## config.mk

```make
export PLATFORM = sky130hd
export DESIGN_NAME = svft_cell
export DESIGN_NICKNAME = d
export VERILOG_FILES = /design/src/design/svft_pkg.sv /design/src/design/svft_cell.sv
export SDC_FILE = /design/constraint.sdc
export NUM_CORES = 1
export LEC_CHECK = 0
export BUFFER_PORTS_ARGS = -buffer_cell sky130_fd_sc_hd__buf_4
export CORE_MARGIN = 2
export CORE_UTILIZATION = 48
export DETAILED_ROUTE_END_ITERATION = 7
export PLACE_DENSITY = 0.85
export SYNTH_ARGS = -nofsm -noshare
export SYNTH_HDL_FRONTEND = slang
export SYNTH_SLANG_ARGS = --single-unit
```

## constraint.sdc

```tcl
create_clock -name i_clk -period 2.75 [get_ports i_clk]
set_input_delay 0.55 -clock i_clk [delete_from_list [all_inputs] [get_ports i_clk]]
set_output_delay 0.55 -clock i_clk [all_outputs]
set_load 0.1 [all_outputs]
```

## src/design/svft_pkg.sv

```systemverilog
`timescale 1ns / 1ps
// ----------------------------------------------------------------------------
// svft_pkg - sorted value frequency table shared definitions
// Widths, limits and the entry and control types used by the cell row.
// ----------------------------------------------------------------------------
package svft_pkg;

    localparam int VALUE_W         = 32;
    localparam int COUNT_W         = 16;
    localparam int TABLE_ENTRIES_D = 64;

    localparam logic [COUNT_W-1:0] COUNT_MAX = {COUNT_W{1'b1}};
    localparam logic [COUNT_W-1:0] COUNT_ONE = COUNT_W'(1);

    typedef struct packed {
        logic                      valid;
        logic signed [VALUE_W-1:0] value;
        logic [COUNT_W-1:0]        count;
    } t_entry;

    typedef struct packed {
        logic tally;
        logic hit;
        logic insert;
        logic drain;
    } t_cell_ctrl;

endpackage

```

## src/design/svft_cell.sv

```systemverilog
`timescale 1ns / 1ps
// ----------------------------------------------------------------------------
// svft_cell - one slot of the sorted table
// Holds one value and its count, compares against the broadcast sample and
// takes the sample, its left neighbor or its right neighbor as directed.
// ----------------------------------------------------------------------------
module svft_cell (
    input  logic                                i_clk,
    input  logic                                i_rst_n,
    input  svft_pkg::t_cell_ctrl                i_ctrl,
    input  logic signed [svft_pkg::VALUE_W-1:0] i_sample,
    input  svft_pkg::t_entry                    i_left,
    input  logic                                i_left_gt,
    input  svft_pkg::t_entry                    i_right,
    output svft_pkg::t_entry                    o_entry,
    output logic                                o_gt,
    output logic                                o_eq
);

    svft_pkg::t_entry r_entry;
    svft_pkg::t_entry n_entry;

    assign o_gt    = !r_entry.valid || (r_entry.value > i_sample);
    assign o_eq    = r_entry.valid && (r_entry.value == i_sample);
    assign o_entry = r_entry;

    always_comb begin
        n_entry = r_entry;
        if (i_ctrl.drain) begin
            n_entry = i_right;
        end else if (i_ctrl.tally) begin
            if (i_ctrl.hit) begin
                if (o_eq && (r_entry.count != svft_pkg::COUNT_MAX)) begin
                    n_entry.count = r_entry.count + svft_pkg::COUNT_ONE;
                end
            end else if (i_ctrl.insert && o_gt) begin
                if (i_left_gt) begin
                    n_entry = i_left;
                end else begin
                    n_entry.valid = 1'b1;
                    n_entry.value = i_sample;
                    n_entry.count = svft_pkg::COUNT_ONE;
                end
            end
        end
    end

    always_ff @(posedge i_clk) begin
        if (!i_rst_n) begin
            r_entry <= '0;
        end else begin
            r_entry <= n_entry;
        end
    end

endmodule

```

==> run_summary.xml, run 1 <==
<?xml version="1.0" encoding="UTF-8"?>
<metrics>
  <group name="pwr">
    <metric name="ir_worst_vdd" unit="V">0.000247</metric>
    <metric name="cellLeakagePower" unit="nW">2.89</metric>
    <metric name="cellPowerDensity" unit="nW/µm²">416</metric>
    <metric name="post-layout-total-power" unit="mW">2.50</metric>
  </group>
  <group name="status">
    <metric name="status" unit="">complete, but fails checks</metric>
    <metric name="violations" unit="">negative setup slack</metric>
  </group>
  <group name="timing">
    <metric name="setup_repair_after_global_routing_missed_its_margin" unit="">yes</metric>
    <metric name="hold_viol_final" unit="">0</metric>
    <metric name="setup_viol" unit="">1</metric>
    <metric name="final_critical_path_setup_slack" unit="ps">-195</metric>
    <metric name="share_of_the_clock_period_used_by_the_worst_path" unit="%">107</metric>
    <metric name="timing.fmax" unit="GHz">0.340</metric>
    <metric name="maxSlewHeadroom" unit="%">59.6</metric>
    <metric name="final_max_slew_viol_count" unit="">0</metric>
    <metric name="worst-slew-pin-transition" unit="ps">605</metric>
    <metric name="layout_min_cycle_time" unit="ps">2950</metric>
    <metric name="finClkSkew" unit="ps">4.87</metric>
  </group>
  <group name="logic_synthesis">
    <metric name="post_synth_inst_count" unit="">486</metric>
    <metric name="most_instantiated_flip_flop_cell_in_the_synthesis_netlist" unit="">dfxtp_1</metric>
    <metric name="synth.ff_latch_count" unit="">49</metric>
    <metric name="synth_async_sr_flop_share" unit="%">0</metric>
    <metric name="synthesis.nets" unit="">656</metric>
    <metric name="post_synth_instance_area" unit="µm²">3970</metric>
    <metric name="post_synth_num_cell_types" unit="">41</metric>
    <metric name="synth_area_per_cell" unit="µm²">8.16</metric>
    <metric name="synth_edf_count" unit="">0</metric>
    <metric name="yosys_warnings" unit="">0</metric>
    <metric name="synth_sequential_area_ratio" unit="%">24.7</metric>
  </group>
  <group name="finish">
    <metric name="design_area" unit="µm²">6010</metric>
    <metric name="utilization" unit="%">74.3</metric>
    <metric name="finalNetCount" unit="">842</metric>
    <metric name="area_growth" unit="%">51.6</metric>
    <metric name="largest_register_ffs" unit="">49</metric>
    <metric name="drive_above_1_share" unit="%">44.4</metric>
    <metric name="antenna_cells" unit="">0</metric>
  </group>
  <group name="clock_tree">
    <metric name="root_buffer" unit="">clkbuf_8</metric>
    <metric name="cts-htree-levels" unit="">2</metric>
    <metric name="clk_pin_slew_worst_paths" unit="ps">90</metric>
    <metric name="clock_insertion_delay_worst_skew" unit="ps">300</metric>
    <metric name="cts.sinks" unit="">49</metric>
    <metric name="clk_path_buf_depth" unit="">2</metric>
    <metric name="clock_tree_from_tritoncts" unit="">done</metric>
    <metric name="cts_hold_buf" unit="">0</metric>
    <metric name="numCtsBuffers" unit="">5</metric>
  </group>
  <group name="run">
    <metric name="maxCapViolCount" unit="">0</metric>
  </group>
  <group name="hold_path">
    <metric name="worst_hold_path_type" unit="">flop to flop</metric>
  </group>
  <group name="critical_path">
    <metric name="max_stage_delay" unit="ps">320</metric>
    <metric name="worstSetupStartpointType" unit="">input port</metric>
    <metric name="critPathCaptureType" unit="">primary output</metric>
    <metric name="cpMaxStageDelayCell" unit="">nor3_2</metric>
    <metric name="setup.worst_path.class" unit="">input port to primary output</metric>
    <metric name="timing.critical_path.cells" unit="">buf_4 &gt; inv_2 &gt; ha_4 &gt; nand4_1 &gt; nor3_2 &gt; a21boi_2 &gt; o41a_2 &gt; nor2_4 &gt; xnor2_4 &gt; a21oi_4 &gt; buf_12</metric>
    <metric name="worst_ep_arrival_time" unit="ps">2400</metric>
    <metric name="maximum_net_fanout_on_the_critical_path" unit="">3</metric>
    <metric name="data_required_time_of_the_critical_path" unit="ps">2200</metric>
  </group>
  <group name="routing">
    <metric name="wirelength" unit="mm">12.7</metric>
    <metric name="post_drt_wl_per_cell" unit="µm">16.3</metric>
    <metric name="detail_route.vias_per_cell" unit="">5.61</metric>
    <metric name="drc_viols" unit="">0</metric>
    <metric name="routed-via-count" unit="">4364</metric>
    <metric name="first_iter_violations" unit="">230</metric>
    <metric name="drt_first_pass_iters" unit="">4</metric>
    <metric name="final_antenna_net_count" unit="">0</metric>
  </group>
  <group name="placement">
    <metric name="io_buffers" unit="">187</metric>
    <metric name="gp_congestion" unit="">0.871</metric>
    <metric name="placed_cell_area" unit="µm²">5760</metric>
    <metric name="dp_hpwl" unit="mm">9.61</metric>
  </group>
  <group name="floorplanning">
    <metric name="floorplan_die_area" unit="µm²">9010</metric>
    <metric name="rows" unit="">33</metric>
    <metric name="chipWidth" unit="µm">94.9</metric>
    <metric name="starting_density_of_the_core" unit="%">49.0</metric>
    <metric name="coreArea" unit="µm²">8090</metric>
    <metric name="io-pin-count" unit="">188</metric>
    <metric name="height_of_the_die" unit="µm">94.9</metric>
  </group>
  <group name="global_routing">
    <metric name="grt_antenna_before_repair" unit="">0</metric>
    <metric name="first_global_vias" unit="">4265</metric>
    <metric name="grt_max_degree" unit="">66</metric>
    <metric name="wire_length_of_the_first_global_routing_pass" unit="mm">19.6</metric>
    <metric name="grt.overflow.total" unit="">0</metric>
    <metric name="groute.usage.overall" unit="%">27.2</metric>
  </group>
</metrics>
## path summary, 6_finish.rpt
check	end	cells past startpoint	start	slack, ps
setup / recovery	o_gt	11	i_sample[11]	-200
hold / removal	o_entry[13]$_SDFFE_PN0P_	2	o_entry[13]$_SDFFE_PN0P_	510
setup reg to reg	o_entry[25]$_SDFFE_PN0P_	11	o_entry[27]$_SDFFE_PN0P_	110
hold reg to reg	o_entry[13]$_SDFFE_PN0P_	2	o_entry[13]$_SDFFE_PN0P_	510
## timing repair
action,CTS,global route
pin swaps,17,4
resized for setup,22,6
endpoints found under the setup margin,1,36
setup buffers,4,1
## critical path, delay by kind of cell
kind | cells | cell delay (ps)
adder cells (fa/ha/maj) | 1 | 260
AND/OR/NAND/NOR | 3 | 530
buffers and inverters | 3 | 320
AO/OA/AOI/OAI | 3 | 570
XOR/XNOR | 1 | 150
## cells in the mapped netlist, types with 4 or more instances
cell type   n  area [µm²]
nand2_1    46         173
a221oi_1    4        35.0
xor2_1      6        52.6
a21oi_1    13        65.1
nor3_1      4        20.0
clkbuf_1   24        90.1
nand3_1    10        50.1
a221o_1    11         110
o21ai_2    11        96.3
nor2b_1    33         206
dfxtp_1    49         981
o21ai_0    44         220
ha_1       33         413
o211ai_1   14         105
mux2i_1    65         651
nor2_1     12        45.0
nand4_1    27         169
xnor2_1     8        70.1
and3_1      5        31.3
inv_1      35         131
## metal layers
layer  wire [µm]  vias to the layer above  track usage [%]
met2        6550                      188             50.4
met5           0                        -                0
met1        4960                     2018             32.1
li1            -                     2120                -
met3         771                       38             3.51
met4         387                        0             8.94
## cell type report
class | instances | area (µm²)
Clock buffer | 6 | 82.6
Clock inverter | 2 | 8.76
Fill cell | 634 | 2080
Inverter | 36 | 143
Multi-Input combinational cell | 367 | 2900
Sequential cell | 49 | 1080
Tap cell | 105 | 131
Timing Repair Buffer | 213 | 1670
## cell usage in the layout (no fill, tap or decap), types with 2 or more instances in the layout
| cell type | netlist | final |
|---|---|---|
| buf_4 | 3 | 202 |
| mux2i_1 | 65 | 65 |
| nand2_1 | 46 | 46 |
| o21ai_0 | 44 | 44 |
| nor2b_1 | 33 | 33 |
| nand4_1 | 27 | 27 |
| dfxtp_4 | 0 | 25 |
| inv_1 | 35 | 24 |
| ha_1 | 33 | 20 |
| dfxtp_1 | 49 | 17 |
| o211ai_1 | 14 | 14 |
| ha_4 | 0 | 13 |
| a21oi_1 | 13 | 12 |
| nor2_1 | 12 | 11 |
| o21ai_2 | 11 | 11 |
| a221o_1 | 11 | 11 |
| nand3_1 | 10 | 10 |
| inv_2 | 0 | 8 |
| buf_6 | 3 | 8 |
| xnor2_1 | 8 | 7 |
| dfxtp_2 | 0 | 7 |
| xor2_1 | 6 | 6 |
| clkbuf_8 | 0 | 6 |
| and3_1 | 5 | 5 |
| a221oi_1 | 4 | 4 |
| inv_4 | 0 | 3 |
| nor3_1 | 4 | 3 |
| o31ai_1 | 3 | 3 |
| buf_12 | 0 | 3 |
| a21o_1 | 2 | 2 |
| clkinv_1 | 1 | 2 |
## logic make-up (layout without fill, tap and decap cells)
group,count (synthesis),in the layout,synth area share (%)
buffers and inverters,70,257,7.79
AND/OR/NAND/NOR,145,145,19.0
multiplexers,65,65,16.4
AO/OA/AOI/OAI,110,110,18.6
flip-flops,49,49,24.7
adder cells (fa/ha/maj),33,33,10.4
XOR/XNOR,14,14,3.09
## where the power goes
group	total, mW	internal, mW	switching, mW
logic	1.22	0.452	0.765
registers	0.837	0.767	0.0705
clock network	0.445	0.200	0.245
total	2.50	1.42	1.08
## stage by stage
step | cells | setup TNS [ps] | hold WS, ps | setup WS [ps]
2_1_floorplan | 486 | -189 | 680 | -189
3_3_place_gp | 765 | -5480 | 479 | -243
3_5_place_dp | 765 | -9910 | 490 | -322
4_1_cts | 777 | -205 | 504 | -205
5_1_grt | 778 | -270 | 530 | -259
6_report | 778 | -195 | 506 | -195
No activity file was read; power rests on OpenSTA's default activity.
==> run 2: changes to the inputs <==
Settings changed: CORE_UTILIZATION 48 to 45, PLACE_DENSITY 0.85 to 0.81.
==> run 2 against run 1 <==
The run still ends with negative setup slack left. Highest routed layer unchanged. Hold slack better by 2.6 ps. Register-to-register slack got worse by 60 ps. Critical endpoint unchanged. Non-clock buffer count increased by 12. Global-route usage down 1.2 points.
==> run_summary.xml, run 2 (synthesized netlist as in run 1, its figures left out) <==
<?xml version="1.0" encoding="UTF-8"?>
<metrics>
  <group name="global_routing">
    <metric name="first_global_vias" unit="">4463</metric>
    <metric name="layer_carrying_the_most_global_route_usage" unit="">met2</metric>
    <metric name="grt_antenna_before_repair" unit="">0</metric>
    <metric name="met2_usage" unit="%">48.6</metric>
    <metric name="grt.overflow.total" unit="">0</metric>
    <metric name="wire_length_of_the_first_global_routing_pass" unit="mm">21.0</metric>
    <metric name="gr-usage-met3" unit="%">4.01</metric>
    <metric name="groute.usage.overall" unit="%">26.0</metric>
    <metric name="globalRouteMet1Util" unit="%">30.6</metric>
    <metric name="grt_max_degree" unit="">66</metric>
  </group>
  <group name="hold_path">
    <metric name="hp-start" unit="">o_entry[13]$_SDFFE_PN0P_</metric>
    <metric name="timing.hold.worst_path_depth" unit="">2</metric>
    <metric name="min_delay_worst_endpoint" unit="">o_entry[13]$_SDFFE_PN0P_</metric>
    <metric name="worst_hold_path_type" unit="">flop to flop</metric>
  </group>
  <group name="clock_tree">
    <metric name="clock_tree_from_tritoncts" unit="">done</metric>
    <metric name="cts.sinks" unit="">49</metric>
    <metric name="cts-htree-levels" unit="">2</metric>
    <metric name="clk_path_buf_depth" unit="">2</metric>
    <metric name="numCtsBuffers" unit="">5</metric>
    <metric name="clk_pin_slew_worst_paths" unit="ps">100</metric>
    <metric name="clock_insertion_delay_worst_skew" unit="ps">300</metric>
    <metric name="root_buffer" unit="">clkbuf_8</metric>
  </group>
  <group name="floorplanning">
    <metric name="rows" unit="">34</metric>
    <metric name="starting_density_of_the_core" unit="%">45.9</metric>
    <metric name="height_of_the_die" unit="µm">97.9</metric>
    <metric name="floorplan_die_area" unit="µm²">9580</metric>
    <metric name="io-pin-count" unit="">188</metric>
    <metric name="chipWidth" unit="µm">97.9</metric>
    <metric name="coreArea" unit="µm²">8640</metric>
  </group>
  <group name="status">
    <metric name="status" unit="">complete, but fails checks</metric>
    <metric name="violations" unit="">negative setup slack</metric>
  </group>
  <group name="pwr">
    <metric name="cellPowerDensity" unit="nW/µm²">435</metric>
    <metric name="clockPowerShare" unit="%">22.4</metric>
    <metric name="pwr-share-comb" unit="%">47.2</metric>
    <metric name="seq_power_share" unit="%">30.4</metric>
    <metric name="ir_worst_vdd" unit="V">0.000238</metric>
    <metric name="total_net_switching_power" unit="mW">1.12</metric>
    <metric name="power.share.switching" unit="%">40.8</metric>
    <metric name="internal_power" unit="mW">1.63</metric>
    <metric name="cellLeakagePower" unit="nW">3.01</metric>
  </group>
  <group name="critical_path">
    <metric name="worstSetupStartpointType" unit="">input port</metric>
    <metric name="worst_ep_arrival_time" unit="ps">2410</metric>
    <metric name="maximum_net_fanout_on_the_critical_path" unit="">2</metric>
    <metric name="data_required_time_of_the_critical_path" unit="ps">2200</metric>
    <metric name="critPathCaptureType" unit="">primary output</metric>
    <metric name="setup.worst_path.class" unit="">input port to primary output</metric>
    <metric name="reg2reg_to" unit="">o_entry[48]$_SDFFE_PN0P_</metric>
    <metric name="worst_reg_to_reg_setup_slack" unit="ps">50</metric>
    <metric name="timing.reg2reg.worst_path_depth" unit="">12</metric>
    <metric name="crit-reg2reg-launch" unit="">o_entry[27]$_SDFFE_PN0P_</metric>
  </group>
  <group name="run">
    <metric name="maxCapViolCount" unit="">0</metric>
  </group>
  <group name="finish">
    <metric name="final.fill_count" unit="">636</metric>
    <metric name="multi_input_comb_area" unit="µm²">2970</metric>
    <metric name="layout_common_cells" unit="">buf_4, mux2i_1, nand2_1</metric>
    <metric name="layout_commonest_cell" unit="">buf_4</metric>
    <metric name="largest_register_ffs" unit="">49</metric>
    <metric name="finalNetCount" unit="">854</metric>
    <metric name="drive_above_1_share" unit="%">46.9</metric>
    <metric name="area_growth" unit="%">59.6</metric>
    <metric name="register_area" unit="µm²">1080</metric>
    <metric name="utilization" unit="%">73.3</metric>
    <metric name="antenna_cells" unit="">0</metric>
  </group>
  <group name="timing">
    <metric name="setup_repair_after_global_routing_missed_its_margin" unit="">yes</metric>
    <metric name="setup_viol" unit="">1</metric>
    <metric name="timing.fmax" unit="GHz">0.338</metric>
    <metric name="final_max_slew_viol_count" unit="">0</metric>
    <metric name="final_critical_path_setup_slack" unit="ps">-209</metric>
    <metric name="layout_min_cycle_time" unit="ps">2960</metric>
    <metric name="hold_viol_final" unit="">0</metric>
    <metric name="share_of_the_clock_period_used_by_the_worst_path" unit="%">108</metric>
    <metric name="worst-slew-pin-transition" unit="ps">566</metric>
    <metric name="maxSlewHeadroom" unit="%">62.2</metric>
    <metric name="finClkSkew" unit="ps">8.39</metric>
  </group>
  <group name="routing">
    <metric name="post_drt_wl_per_cell" unit="µm">17.0</metric>
    <metric name="final_antenna_net_count" unit="">0</metric>
    <metric name="routed-via-count" unit="">4475</metric>
    <metric name="detail_route.vias_per_cell" unit="">5.64</metric>
    <metric name="drc_viols" unit="">0</metric>
    <metric name="drt_first_pass_iters" unit="">4</metric>
    <metric name="first_iter_violations" unit="">142</metric>
    <metric name="wirelength" unit="mm">13.5</metric>
  </group>
  <group name="placement">
    <metric name="io_buffers" unit="">187</metric>
    <metric name="gp_congestion" unit="">0.865</metric>
    <metric name="dp_hpwl" unit="mm">9.56</metric>
    <metric name="dpl_worst_slack" unit="ps">-348</metric>
  </group>
</metrics>
==> run 2: changes by cell type in the layout (fill, tap and decap cells not counted), sizes merged <==
| cell | previous run | this run |
|---|---|---|
| buf | 213 | 222 |
| bufinv | 0 | 2 |
| clkbuf | 6 | 8 |
| clkinv | 3 | 2 |
==> run 2: stage by stage <==
step | power [mW] | setup TNS, ps | instance area, µm² | instances | hold slack [ps]
6_report | 2.75 | -209 | 6330 | 793 | 509
5_1_grt | 2.88 | -1060 | 6330 | 793 | 518
2_1_floorplan | 1.66 | -189 | 4220 | 486 | 680
3_3_place_gp | 2.00 | -2850 | 5740 | 765 | 481
3_5_place_dp | 2.02 | -7680 | 5740 | 765 | 489
4_1_cts | 2.69 | -194 | 6140 | 785 | 502
==> run 2: what timing repair did <==
| item | 4_1_cts | 5_1_grt |
|---|---|---|
| pin swaps | 25 | 15 |
| cloned | 0 | 3 |
| setup buffers | 12 | 5 |
| gates resized for setup | 39 | 15 |
| hold buffers | 0 | 0 |
| endpoints found under the setup margin | 1 | 44 |
==> run 2: power groups by stage <==
stage | combinational [mW] | sequential, mW | clock [mW]
after global placement | 1.15 | 0.848 | 0
after floorplan | 0.398 | 1.26 | 0
final | 1.30 | 0.837 | 0.616
after detailed placement | 1.17 | 0.852 | 0
after global routing | 1.37 | 0.846 | 0.659
after CTS | 1.23 | 0.836 | 0.625
==> run 2: worst max path at each step <==
stage / from / end / slack [ps]
2_1_floorplan: o_entry[17]$_SDFFE_PN0P_ / o_gt / -190
3_3_place_gp: i_sample[15] / o_gt / -250
3_5_place_dp: i_sample[26] / o_gt / -350
4_1_cts: o_entry[27]$_SDFFE_PN0P_ / o_gt / -190
5_1_grt: o_entry[31]$_SDFFE_PN0P_ / o_gt / -300
6_report: i_sample[11] / o_gt / -210
==> run 2: critical path, cell delays in order <==
cell	delay [ps]
buf_6	100
inv_4	50
ha_4	190
buf_4	140
a21oi_4	130
a21oi_2	80
o41a_2	520
nor2_4	180
xnor2_4	100
a21oi_4	170
buf_12	190
==> run 2: per-layer routing <==
layer  part of all wire [%]  vias to the layer above
met5                      0                        -
met4                    2.9                        0
met3                    5.7                       38
met2                     52                      181
met1                     39                     2107
li1                       -                     2149
==> run 2: area by class of cell <==
cell class | instances | area share [%]
Clock buffer | 5 | 1.09
Clock inverter | 3 | 1.03
Inverter | 36 | 2.53
Tap cell | 108 | 2.13
Timing Repair Buffer | 225 | 29.2
Sequential cell | 49 | 17.1
Multi-Input combinational cell | 367 | 46.9
==> run 3: changes to the inputs <==
Settings changed: ABC_AREA from default to 1, PLACE_DENSITY 0.81 to 0.79.
==> run 3 against run 2 <==
The run now ends clean. Die area rose by 8.5%. Area after synthesis rose by 8.8%. Clock power fell by 31%. Critical path depth rose by 3. Sequential share of layout area fell by 0.12 points. First-iteration DRC count rose by 9.9%. Combinational power barely moved. Critical path type unchanged. Highest routed layer unchanged.
==> run_summary.xml, run 3 <==
<?xml version="1.0" encoding="UTF-8"?>
<metrics>
  <group name="logic_synthesis">
    <metric name="yosysMostFrequentCell" unit="">nand2_1</metric>
    <metric name="post_synth_inst_count" unit="">696</metric>
    <metric name="synth_sequential_area_ratio" unit="%">22.7</metric>
    <metric name="synth_edf_count" unit="">0</metric>
    <metric name="synth_area_per_cell" unit="µm²">6.20</metric>
    <metric name="synthesis.nets" unit="">866</metric>
    <metric name="yosys_warnings" unit="">0</metric>
    <metric name="post_synth_instance_area" unit="µm²">4320</metric>
    <metric name="synth.ff_latch_count" unit="">49</metric>
    <metric name="most_instantiated_flip_flop_cell_in_the_synthesis_netlist" unit="">dfxtp_1</metric>
    <metric name="synth.area.top_cells" unit="">dfxtp_1, nand2_1, a21oi_1, o21ai_0, ha_1</metric>
    <metric name="synth_async_sr_flop_share" unit="%">0</metric>
    <metric name="post_synth_num_cell_types" unit="">33</metric>
    <metric name="synth_commonest_cells" unit="">nand2_1, a21oi_1, o21ai_0, nor2_1, inv_1</metric>
    <metric name="netlist.area_leader.share" unit="%">22.7</metric>
    <metric name="yosysTopAreaCell" unit="">dfxtp_1</metric>
  </group>
  <group name="global_routing">
    <metric name="groute.usage.overall" unit="%">25.1</metric>
    <metric name="grt.overflow.total" unit="">0</metric>
    <metric name="wire_length_of_the_first_global_routing_pass" unit="mm">21.4</metric>
    <metric name="grt_max_degree" unit="">66</metric>
    <metric name="grt_antenna_before_repair" unit="">0</metric>
    <metric name="first_global_vias" unit="">4777</metric>
  </group>
  <group name="critical_path">
    <metric name="timing.reg2reg.worst_path_depth" unit="">11</metric>
    <metric name="worstSetupStartpointType" unit="">input port</metric>
    <metric name="setup.worst_path.class" unit="">input port to primary output</metric>
    <metric name="maximum_net_fanout_on_the_critical_path" unit="">3</metric>
    <metric name="cpMaxStageDelayCell" unit="">ha_1</metric>
    <metric name="critical-path-top-delay-family" unit="">simple AND/OR/NAND/NOR gates</metric>
    <metric name="timing.critical_path.mode_cell" unit="">nand2_1</metric>
    <metric name="critPathCaptureType" unit="">primary output</metric>
    <metric name="worst_reg_to_reg_setup_slack" unit="ps">420</metric>
    <metric name="critical_path_buf_inv_count" unit="">4</metric>
    <metric name="max_stage_delay" unit="ps">290</metric>
    <metric name="crit-reg2reg-launch" unit="">o_entry[0]$_SDFFE_PN0P_</metric>
    <metric name="timing.critical_path.cells" unit="">buf_4 &gt; inv_1 &gt; ha_1 &gt; nand2_1 &gt; nor2_4 &gt; nand2_2 &gt; inv_1 &gt; nand2_1 &gt; nand2_1 &gt; nand2_1 &gt; nand2_1 &gt; nand2_2 &gt; a31oi_4 &gt; buf_8</metric>
    <metric name="worst_ep_arrival_time" unit="ps">2110</metric>
    <metric name="reg2reg_to" unit="">o_entry[6]$_SDFFE_PN0P_</metric>
    <metric name="data_required_time_of_the_critical_path" unit="ps">2200</metric>
  </group>
  <group name="timing">
    <metric name="setup_tns" unit="ps">0</metric>
    <metric name="maxSlewHeadroom" unit="%">34.4</metric>
    <metric name="share_of_the_clock_period_used_by_the_worst_path" unit="%">96.7</metric>
    <metric name="finClkSkew" unit="ps">8.70</metric>
    <metric name="final_max_slew_viol_count" unit="">0</metric>
    <metric name="hold_viol_final" unit="">0</metric>
    <metric name="final_critical_path_setup_slack" unit="ps">90.9</metric>
    <metric name="setup_viol" unit="">0</metric>
    <metric name="worst-slew-pin-transition" unit="ps">980</metric>
    <metric name="timing.fmax" unit="GHz">0.376</metric>
    <metric name="layout_min_cycle_time" unit="ps">2660</metric>
  </group>
  <group name="clock_tree">
    <metric name="clk_path_buf_depth" unit="">2</metric>
    <metric name="root_buffer" unit="">clkbuf_8</metric>
    <metric name="cts.sinks" unit="">49</metric>
    <metric name="numCtsBuffers" unit="">5</metric>
    <metric name="clock_tree_from_tritoncts" unit="">done</metric>
    <metric name="cts-htree-levels" unit="">2</metric>
    <metric name="cts_hold_buf" unit="">0</metric>
    <metric name="clock_insertion_delay_worst_skew" unit="ps">310</metric>
    <metric name="clk_pin_slew_worst_paths" unit="ps">90</metric>
  </group>
  <group name="routing">
    <metric name="wirelength" unit="mm">12.9</metric>
    <metric name="routed-via-count" unit="">5092</metric>
    <metric name="post_drt_wl_per_cell" unit="µm">13.1</metric>
    <metric name="drc_viols" unit="">0</metric>
    <metric name="first_iter_violations" unit="">156</metric>
    <metric name="final_antenna_net_count" unit="">0</metric>
    <metric name="detail_route.vias_per_cell" unit="">5.16</metric>
    <metric name="drt_first_pass_iters" unit="">4</metric>
  </group>
  <group name="floorplanning">
    <metric name="floorplan_die_area" unit="µm²">10400</metric>
    <metric name="coreArea" unit="µm²">9280</metric>
    <metric name="chipWidth" unit="µm">102</metric>
    <metric name="rows" unit="">35</metric>
    <metric name="io-pin-count" unit="">188</metric>
    <metric name="height_of_the_die" unit="µm">102</metric>
    <metric name="starting_density_of_the_core" unit="%">46.5</metric>
  </group>
  <group name="hold_path">
    <metric name="min_delay_worst_endpoint" unit="">o_entry[15]$_SDFFE_PN0P_</metric>
    <metric name="hp-start" unit="">o_entry[15]$_SDFFE_PN0P_</metric>
    <metric name="worst_hold_path_type" unit="">flop to flop</metric>
    <metric name="timing.hold.worst_path_depth" unit="">2</metric>
  </group>
  <group name="placement">
    <metric name="placed_cells" unit="">978</metric>
    <metric name="placed_cell_area" unit="µm²">5970</metric>
    <metric name="dpl_worst_slack" unit="ps">-16.3</metric>
    <metric name="io_buffers" unit="">187</metric>
    <metric name="gp_congestion" unit="">0.898</metric>
    <metric name="dp_hpwl" unit="mm">9.98</metric>
  </group>
  <group name="pwr">
    <metric name="cellPowerDensity" unit="nW/µm²">420</metric>
    <metric name="cellLeakagePower" unit="nW">3.08</metric>
    <metric name="ir_worst_vdd" unit="V">0.000233</metric>
    <metric name="post-layout-total-power" unit="mW">2.58</metric>
  </group>
  <group name="finish">
    <metric name="finalNetCount" unit="">1026</metric>
    <metric name="antenna_cells" unit="">0</metric>
    <metric name="drive_above_1_share" unit="%">34.8</metric>
    <metric name="post_layout_nonfiller_instances" unit="">986</metric>
    <metric name="layout_common_cells" unit="">buf_4, nand2_1, o21ai_0</metric>
    <metric name="layout_commonest_cell" unit="">buf_4</metric>
    <metric name="design_area" unit="µm²">6150</metric>
    <metric name="area_growth" unit="%">42.4</metric>
    <metric name="largest_register_ffs" unit="">49</metric>
  </group>
  <group name="run">
    <metric name="maxCapViolCount" unit="">0</metric>
  </group>
  <group name="status">
    <metric name="status" unit="">finished, final reports clean</metric>
  </group>
</metrics>
run 3: what timing repair did:
action / in CTS / in global routing
pin swaps: 0 / 6
resized for setup: 1 / 23
setup buffers: 0 / 0
endpoints found under the setup margin: 1 / 2
run 3: cell type report:
class,count,area (µm²)
clock buffer,6,72.6
clock inverter,2,10.0
fill,843,3130
inverter,59,239
multi-input combinational,544,3080
sequential,49,1040
tap,129,161
timing repair buffer,197,1540
run 3: cells by family (layout without fill, tap and decap cells):
kind of cell	Yosys count	count (layout)	share of synthesized area, %
buf+inv	103	264	10.2
simple gates	327	327	35.4
flops	49	49	22.7
xor+xnor	1	1	0.203
compound gates	182	182	21.7
fa+ha+maj	33	33	9.56
mux	1	1	0.232
run 3: per-stage QoR:
step / utilization (%) / hold slack (ps)
floorplan: - / 718
global placement: 64.3 / 478
detailed placement: 64.3 / 505
CTS: 65.2 / 522
global route: 66.2 / 551
finish: 66.2 / 521
run 3: power by group:
part / internal (mW) / switching (mW)
clock: 0.177 / 0.249
combinational: 0.431 / 0.877
sequential: 0.781 / 0.0697
run 3: metal layers:
layer  wire length (µm)  vias to the layer above  part of all wire, %  GRT usage [%]
li1                   -                     2610                    -              -
met1               5600                     2313                   43           30.8
met2               6360                      155                   49           45.4
met3                790                       14                  6.1           4.65
met4                162                        0                  1.3           6.36
met5                  0                        -                    0              0
run 3: worst register-to-register path, cell delays in order (launching register included):
cell and delay [ps]:
dfxtp_1 440, ha_1 230, nand4_1 170, nor2_2 230
nand4_2 140, nor2_2 140, nand3_2 100, o211ai_2 190
nand2_4 180, buf_12 200, a21oi_1 150, nor2_1 60
run 3: worst max path at each step:
stage                     cells after the start  endpoint          from  slack (ps)
after floorplan                               8      o_gt  i_sample[31]        -750
after global placement                       11      o_gt  i_sample[15]          -8
after detailed placement                     11      o_gt  i_sample[13]         -20
after CTS                                    10      o_eq  i_sample[31]           8
after global routing                         12      o_gt  i_sample[21]         -10
final                                        14      o_gt  i_sample[13]          90
